<file path="src/rtl/core/tbc_pkg.sv">
`timescale 1ns / 1ps
// ----------------------------------------------------------------------------
// tbc_pkg
// Shared types, widths and helpers of the barycentric weight pipeline.
// ----------------------------------------------------------------------------
package tbc_pkg;

  localparam int CoordW = 16;
  localparam int DiffW  = 17;
  localparam int ProdW  = 34;
  localparam int SumW   = 35;
  localparam int MagW   = 34;
  localparam int FracW  = 17;
  localparam int DvdW   = MagW + FracW;
  localparam int DvsW   = MagW + 1;
  localparam int QuoW   = DvdW;
  localparam int WgtW   = 19;
  localparam int WideW  = QuoW + 3;
  localparam int NumSteps = DvdW;

  localparam logic signed [WideW-1:0] WOne = WideW'(65536);
  localparam logic signed [WideW-1:0] WMax = WideW'(262143);
  localparam logic signed [WideW-1:0] WMin = -WideW'(262144);

  typedef enum logic [2:0] {
    REG_AX = 3'd0,
    REG_AY = 3'd1,
    REG_BX = 3'd2,
    REG_BY = 3'd3,
    REG_CX = 3'd4,
    REG_CY = 3'd5
  } reg_idx_e;

  typedef struct packed {
    logic signed [CoordW-1:0] ax;
    logic signed [CoordW-1:0] ay;
    logic signed [CoordW-1:0] bx;
    logic signed [CoordW-1:0] by;
    logic signed [CoordW-1:0] cx;
    logic signed [CoordW-1:0] cy;
  } vert_t;

  typedef struct packed {
    logic [MagW-1:0] na;
    logic [MagW-1:0] nb;
    logic [MagW-1:0] d;
    logic            neg_a;
    logic            neg_b;
    logic            degen;
  } num_t;

  typedef struct packed {
    logic [QuoW-1:0] qa;
    logic [QuoW-1:0] qb;
    logic            neg_a;
    logic            neg_b;
    logic            degen;
  } quo_t;

  function automatic logic signed [WgtW-1:0] sat_w(input logic signed [WideW-1:0] w);
    logic signed [WideW-1:0] t;
    t = w;
    if (w > WMax) t = WMax;
    if (w < WMin) t = WMin;
    return t[WgtW-1:0];
  endfunction

endpackage

</file>
<file path="src/rtl/core/tbc_back.sv">
`timescale 1ns / 1ps
// ----------------------------------------------------------------------------
// tbc_back
// Sign restore, third weight, saturation and the output register.
// ----------------------------------------------------------------------------
module tbc_back (
  input  logic                           clk_i,
  input  logic                           rst_ni,
  input  logic                           en_i,
  input  logic                           vld_i,
  input  tbc_pkg::quo_t                  quo_i,
  output logic                           vld_o,
  output logic signed [tbc_pkg::WgtW-1:0] wa_o,
  output logic signed [tbc_pkg::WgtW-1:0] wb_o,
  output logic signed [tbc_pkg::WgtW-1:0] wc_o,
  output logic                           degen_o
);
  import tbc_pkg::*;

  logic vld_q;
  logic signed [WgtW-1:0] wa_q, wb_q, wc_q, wa_d, wb_d, wc_d;
  logic degen_q;
  logic signed [WideW-1:0] sa, sb, sc;

  always_comb begin
    sa = quo_i.neg_a ? -$signed({3'b000, quo_i.qa}) : $signed({3'b000, quo_i.qa});
    sb = quo_i.neg_b ? -$signed({3'b000, quo_i.qb}) : $signed({3'b000, quo_i.qb});
    sc = WOne - sa - sb;
    if (quo_i.degen) begin
      wa_d = '0;
      wb_d = '0;
      wc_d = '0;
    end else begin
      wa_d = sat_w(sa);
      wb_d = sat_w(sb);
      wc_d = sat_w(sc);
    end
  end

  always_ff @(posedge clk_i or negedge rst_ni) begin
    if (!rst_ni) begin
      vld_q <= 1'b0;
    end else if (en_i) begin
      vld_q <= vld_i;
    end
  end

  always_ff @(posedge clk_i) begin
    if (en_i) begin
      wa_q    <= wa_d;
      wb_q    <= wb_d;
      wc_q    <= wc_d;
      degen_q <= quo_i.degen;
    end
  end

  assign vld_o   = vld_q;
  assign wa_o    = wa_q;
  assign wb_o    = wb_q;
  assign wc_o    = wc_q;
  assign degen_o = degen_q;

endmodule

</file>
<file path="config.mk">
export PLATFORM = sky130hd
export DESIGN_NAME = tbc_back
export DESIGN_NICKNAME = d
export VERILOG_FILES = /design/src/rtl/core/tbc_pkg.sv /design/src/rtl/core/tbc_back.sv
export SDC_FILE = /design/constraint.sdc
export NUM_CORES = 1
export LEC_CHECK = 0
export BUFFER_PORTS_ARGS = -buffer_cell sky130_fd_sc_hd__buf_2
export CAP_MARGIN = 5
export CORE_MARGIN = 2
export CORE_UTILIZATION = 55
export DETAILED_ROUTE_END_ITERATION = 7
export PLACE_DENSITY = 0.79
export SLEW_MARGIN = 20
export SYNTH_ARGS = -nofsm -noshare
export SYNTH_HDL_FRONTEND = slang
export SYNTH_SLANG_ARGS = --single-unit
</file>
<file path="constraint.sdc">
create_clock -name clk_i -period 1.18 [get_ports clk_i]
set_input_delay 0.177 -clock clk_i [delete_from_list [all_inputs] [get_ports clk_i]]
set_output_delay 0.177 -clock clk_i [all_outputs]
set_load 0.05 [all_outputs]
</file>
==> flow_summary.ini, run 1 <==
[outcome]
status = did not finish
haltStage = clock tree synthesis (4_1_cts)
error = [ERROR DPL-0033] detailed placement checks failed during check placement.

[die]
io_pins = 168
initial_core_util_pct = 56.2
die_h_um = 134
die_w_um = 134
num_rows = 47

[clocking]
cts_buffer_depth = 2
hold_buffers = 1
ctsResizeCount = 186
clock-root-buffer = clkbuf_16
cts_setup_buffers = 68
clkSinkCount = 59
h-tree-depth = 3
cts_made_buffers = 9

[synth]
syn_inst = 1190
avgSynthCellArea_um2 = 7.83
yosysTopAreaCell = edfxtp_1
ys_seq_area_share_pct = 19.0
synth_top_cell_area_share_pct = 18.7
synth_edf_count = 58
synthArstFlopShare_pct = 1.69
synth_area_mm2 = 0.00931
synth_cell_type_count = 86
synth_nets = 1371
ys.flop_type = edfxtp_1
ys_seq_elements = 59
netlist_top_cells_area = edfxtp_1 (19%), xor2_1 (12%), ha_1 (9.5%)
yosysWarnings = 0

[place]
place.gp.congestion = 1.13
hpwl_um = 37800
portBuffers = 167
place_inst = 2039
-- synth_stat cells, drive strengths merged, types with 4 or more instances --
cell / instances
a211oi: 12
a21boi: 4
a21o: 12
a21oi: 124
a22oi: 4
a31oi: 8
and2: 32
and3: 8
buf: 5
clkbuf: 42
edfxtp: 58
ha: 71
inv: 32
mux2: 4
mux2i: 11
nand2: 108
nand2b: 11
nand3: 38
nand3b: 5
nand4: 34
nand4b: 9
nor2: 77
nor2b: 6
nor3: 32
nor4: 26
o211ai: 7
o21a: 7
o21ai: 82
o21bai: 8
o31ai: 35
o41ai: 18
or2: 6
or3: 15
or4: 20
xnor2: 50
xor2: 127
-- per-stage QoR --
stage                     setup WS [ns]  setup TNS [ns]  cell area (um2)  hold WS (ns)
after floorplan                   -4.42         -164.23             9760        -0.119
after detailed placement          -5.12         -216.46            14500       -0.0427
after global placement            -4.69         -197.03            14500       -0.0484
-- cells by family after synthesis --
family / synth area share, %
multiplexers: 1.67
XOR/XNOR: 16.7
AND/OR/NAND/NOR: 25.1
buffers and inverters: 3.48
adder cells (fa/ha/maj): 9.75
AO/OA/AOI/OAI: 24.3
flip-flops: 19.0
==> run 2: changes to the inputs <==
--- a/config.mk
+++ b/config.mk
@@ -8,9 +8,9 @@
 export BUFFER_PORTS_ARGS = -buffer_cell sky130_fd_sc_hd__buf_2
 export CAP_MARGIN = 5
 export CORE_MARGIN = 2
-export CORE_UTILIZATION = 55
+export CORE_UTILIZATION = 40
 export DETAILED_ROUTE_END_ITERATION = 7
-export PLACE_DENSITY = 0.79
+export PLACE_DENSITY_LB_ADDON = 0.15
 export SLEW_MARGIN = 20
 export SYNTH_ARGS = -nofsm -noshare
 export SYNTH_HDL_FRONTEND = slang
==> run 2 against run 1 <==
  * Synthesized cell count did not move
  * The flow now finishes, with violations (setup timing)
  * Synthesized area did not move
==> flow_summary.ini, run 2 <==
[outcome]
status = complete, but fails checks
failed_checks = setup timing

[clocking]
cts_buffer_depth = 2
insertion_delay_ns = 0.35
clkSinkCount = 59
h-tree-depth = 3
cts_tree = yes
cts_made_buffers = 9
clock-root-buffer = clkbuf_16
clk_pin_slew_ns = 0.06

[worst_setup_path]
worstPathArrival_ns = 5.70
path_class = input port to register
critPathRequiredTime_ns = 1.25
crit_slowest_cell = or4_4
r2r-end = vld_o$_DFFE_PN0P_
path_cells = buf_2, or4_4, nand4b_1, or3_4, o41ai_2, xor2_1, buf_4, xor2_1, ha_1, a21oi_1, buf_4, o21ai_0, a221o_1, a31oi_2, xnor2_1, or4_4, or4_4, nor4b_2, nand4b_1, o21ai_4, buf_12, a21oi_1
reg2reg_slack_ns = 0.44
critPathCaptureType = register
max_stage_delay_ns = 0.55
start_kind = input port
crit_path_max_fanout = 18
cp-startpoint = quo_i[66]
cpMostUsedCell = or4_4
r2r_start = vld_o$_DFFE_PN0P_
ff2ff_path_depth = 1

[sta]
period_share_pct = 477
min_period_ns = 5.63
max_slew_margin_pct = 44.6
finalSetupTns_ns = -179.98
layout_setup_ws_ns = -4.45
holdWs_ns = 0.0558
rsz0062_at_grt = yes
fin_skew_ns = 0
setup_viol = 57
maxSlewViolCount = 0
tightestPinTransition_ns = 0.821
max_freq_ghz = 0.178
hold_viol = 0

[synth]
yosysTopAreaCell = edfxtp_1
netlist_top_cells_area = edfxtp_1 (19%), xor2_1 (12%), ha_1 (9.5%)
synth_common_cells = xor2_1 (126), a21oi_1 (123), nand2_1 (108), nor2_1 (77), o21ai_0 (77)
synth_area_mm2 = 0.00931
synth_most_common_cell = xor2_1
synthArstFlopShare_pct = 1.69
ys.flop_type = edfxtp_1
synth_edf_count = 58
synth_top_cell_area_share_pct = 18.7
ys_seq_area_share_pct = 19.0
synth_cell_type_count = 86
syn_inst = 1190
synth_nets = 1371
avgSynthCellArea_um2 = 7.83
yosysWarnings = 0
ys_seq_elements = 59

[final_layout]
area_growth_pct = 72.9
layout_commonest_cell = buf_4
final_cell_mix = buf_4 (528), buf_2 (162), xor2_1 (119), nand2_1 (99), a21oi_1 (76)
fin_nets = 2059
layout.cells.non_filler = 2199
drive_above_1_share_pct = 49.7

[drt]
drt-pass1-iter-count = 5
vias = 12100
viasPerCell = 5.51
totalWireLength_um = 39700
wire_per_inst_um = 18.1
drt_iter0_drc = 836
antenna_left = 0
post-route-drc-count = 0

[worst_hold_path]
whs_path_depth = 2
hold-path-endpoint = vld_o$_DFFE_PN0P_
hold_path_class = input port to register
hold_start = vld_i

[global_route]
grt-ovfl-total = 0
antenna_found_initial = 3
grt_pass1_wl_um = 60700
grt_pass1_vias = 11900
grt_start_max_net_pins = 33
grt.total_usage_pct = 31.6

[pwr]
p_leak_nw = 7.27
p_per_area_mw_per_mm2 = 1220
vdd_ir_drop_max_mv = 0.928

[run]
maxCapViolations = 0

[die]
core_mm2 = 0.0228
die_w_um = 157
num_rows = 55
dieArea_mm2 = 0.0245
die_h_um = 157
io_pins = 168
initial_core_util_pct = 40.9

[place]
place_inst = 2140
place.gp.congestion = 0.968
portBuffers = 167
hpwl_um = 31900
==> run 2: cell families after synthesis <==
group	synth area share, %
simple gates	25.1
compound gates	24.3
xor+xnor	16.7
buf+inv	3.48
fa+ha+maj	9.75
flops	19.0
mux	1.67
==> run 2: layer usage <==
layer / wire length [um] / vias to the layer above / share of wire [%] / global-route usage, %
li1: - / 5863 / - / -
met1: 16400 / 5717 / 41 / 38.8
met2: 19600 / 438 / 49 / 56.4
met3: 1790 / 98 / 4.5 / 2.49
met4: 1860 / 0 / 4.7 / 14.3
met5: 0 / - / 0 / 0
==> run 2: final cells by class <==
| cell class | instances | area [um2] |
|---|---|---|
| diodes | 3 | 7.51 |
| clock buffers | 9 | 225 |
| clock inverters | 7 | 61.3 |
| fillers | 1861 | 6670 |
| inverters | 32 | 120 |
| multi-input cells | 1055 | 8290 |
| flip-flops and latches | 59 | 1770 |
| well taps | 313 | 392 |
| repair buffers | 721 | 5240 |
==> run 2: repair_timing <==
action	4_1_cts	5_1_grt
pin swaps	28	28
gates cloned	5	1
endpoints found under the hold margin	1	0
setup endpoints to repair	58	57
setup buffers	19	16
hold buffers	1	0
gates resized for setup	68	93
==> run 2: power by group <==
part	internal [W]	total (W)	switching, W
Sequential	0.00261	0.00267	0.0000590
Combinational	0.00662	0.0144	0.00781
Clock	0.00146	0.00258	0.00112
==> run 2: worst max-delay path by stage <==
stage,to,slack (ns),cells after the start
after floorplan,wc_o[14]$_SDFFCE_PP0P_,-4.42,22
after global placement,wc_o[0]$_SDFFCE_PP0P_,-4.92,23
after detailed placement,wc_o[2]$_SDFFCE_PP0P_,-5.02,22
after CTS,wc_o[2]$_SDFFCE_PP0P_,-4.36,25
after global routing,wc_o[0]$_SDFFCE_PP0P_,-4.68,22
final,wc_o[5]$_SDFFCE_PP0P_,-4.45,22
==> run 2: critical path: cells and delay by family <==
| family | cells | cell delay, ns |
|---|---|---|
| and+or+nand+nor | 7 | 2.63 |
| AOI/OAI and AO/OA | 7 | 1.48 |
| buffers and inverters | 4 | 0.59 |
| xor gates and xnor gates | 3 | 0.52 |
| adders and majority gates | 1 | 0.27 |
==> run 2: through the flow <==
stage / power, W / util (%) / instance area [um2] / setup slack [ns]
final: 0.0197 / 70.7 / 16100 / -4.45
after detailed placement: 0.0160 / 64.6 / 14700 / -5.02
after global routing: 0.0209 / 70.7 / 16100 / -4.68
after global placement: 0.0159 / 64.6 / 14700 / -4.92
after CTS: 0.0190 / 68.3 / 15600 / -4.36
after floorplan: 0.00984 / - / 9760 / -4.42
Power figures use the tool's default switching activity.
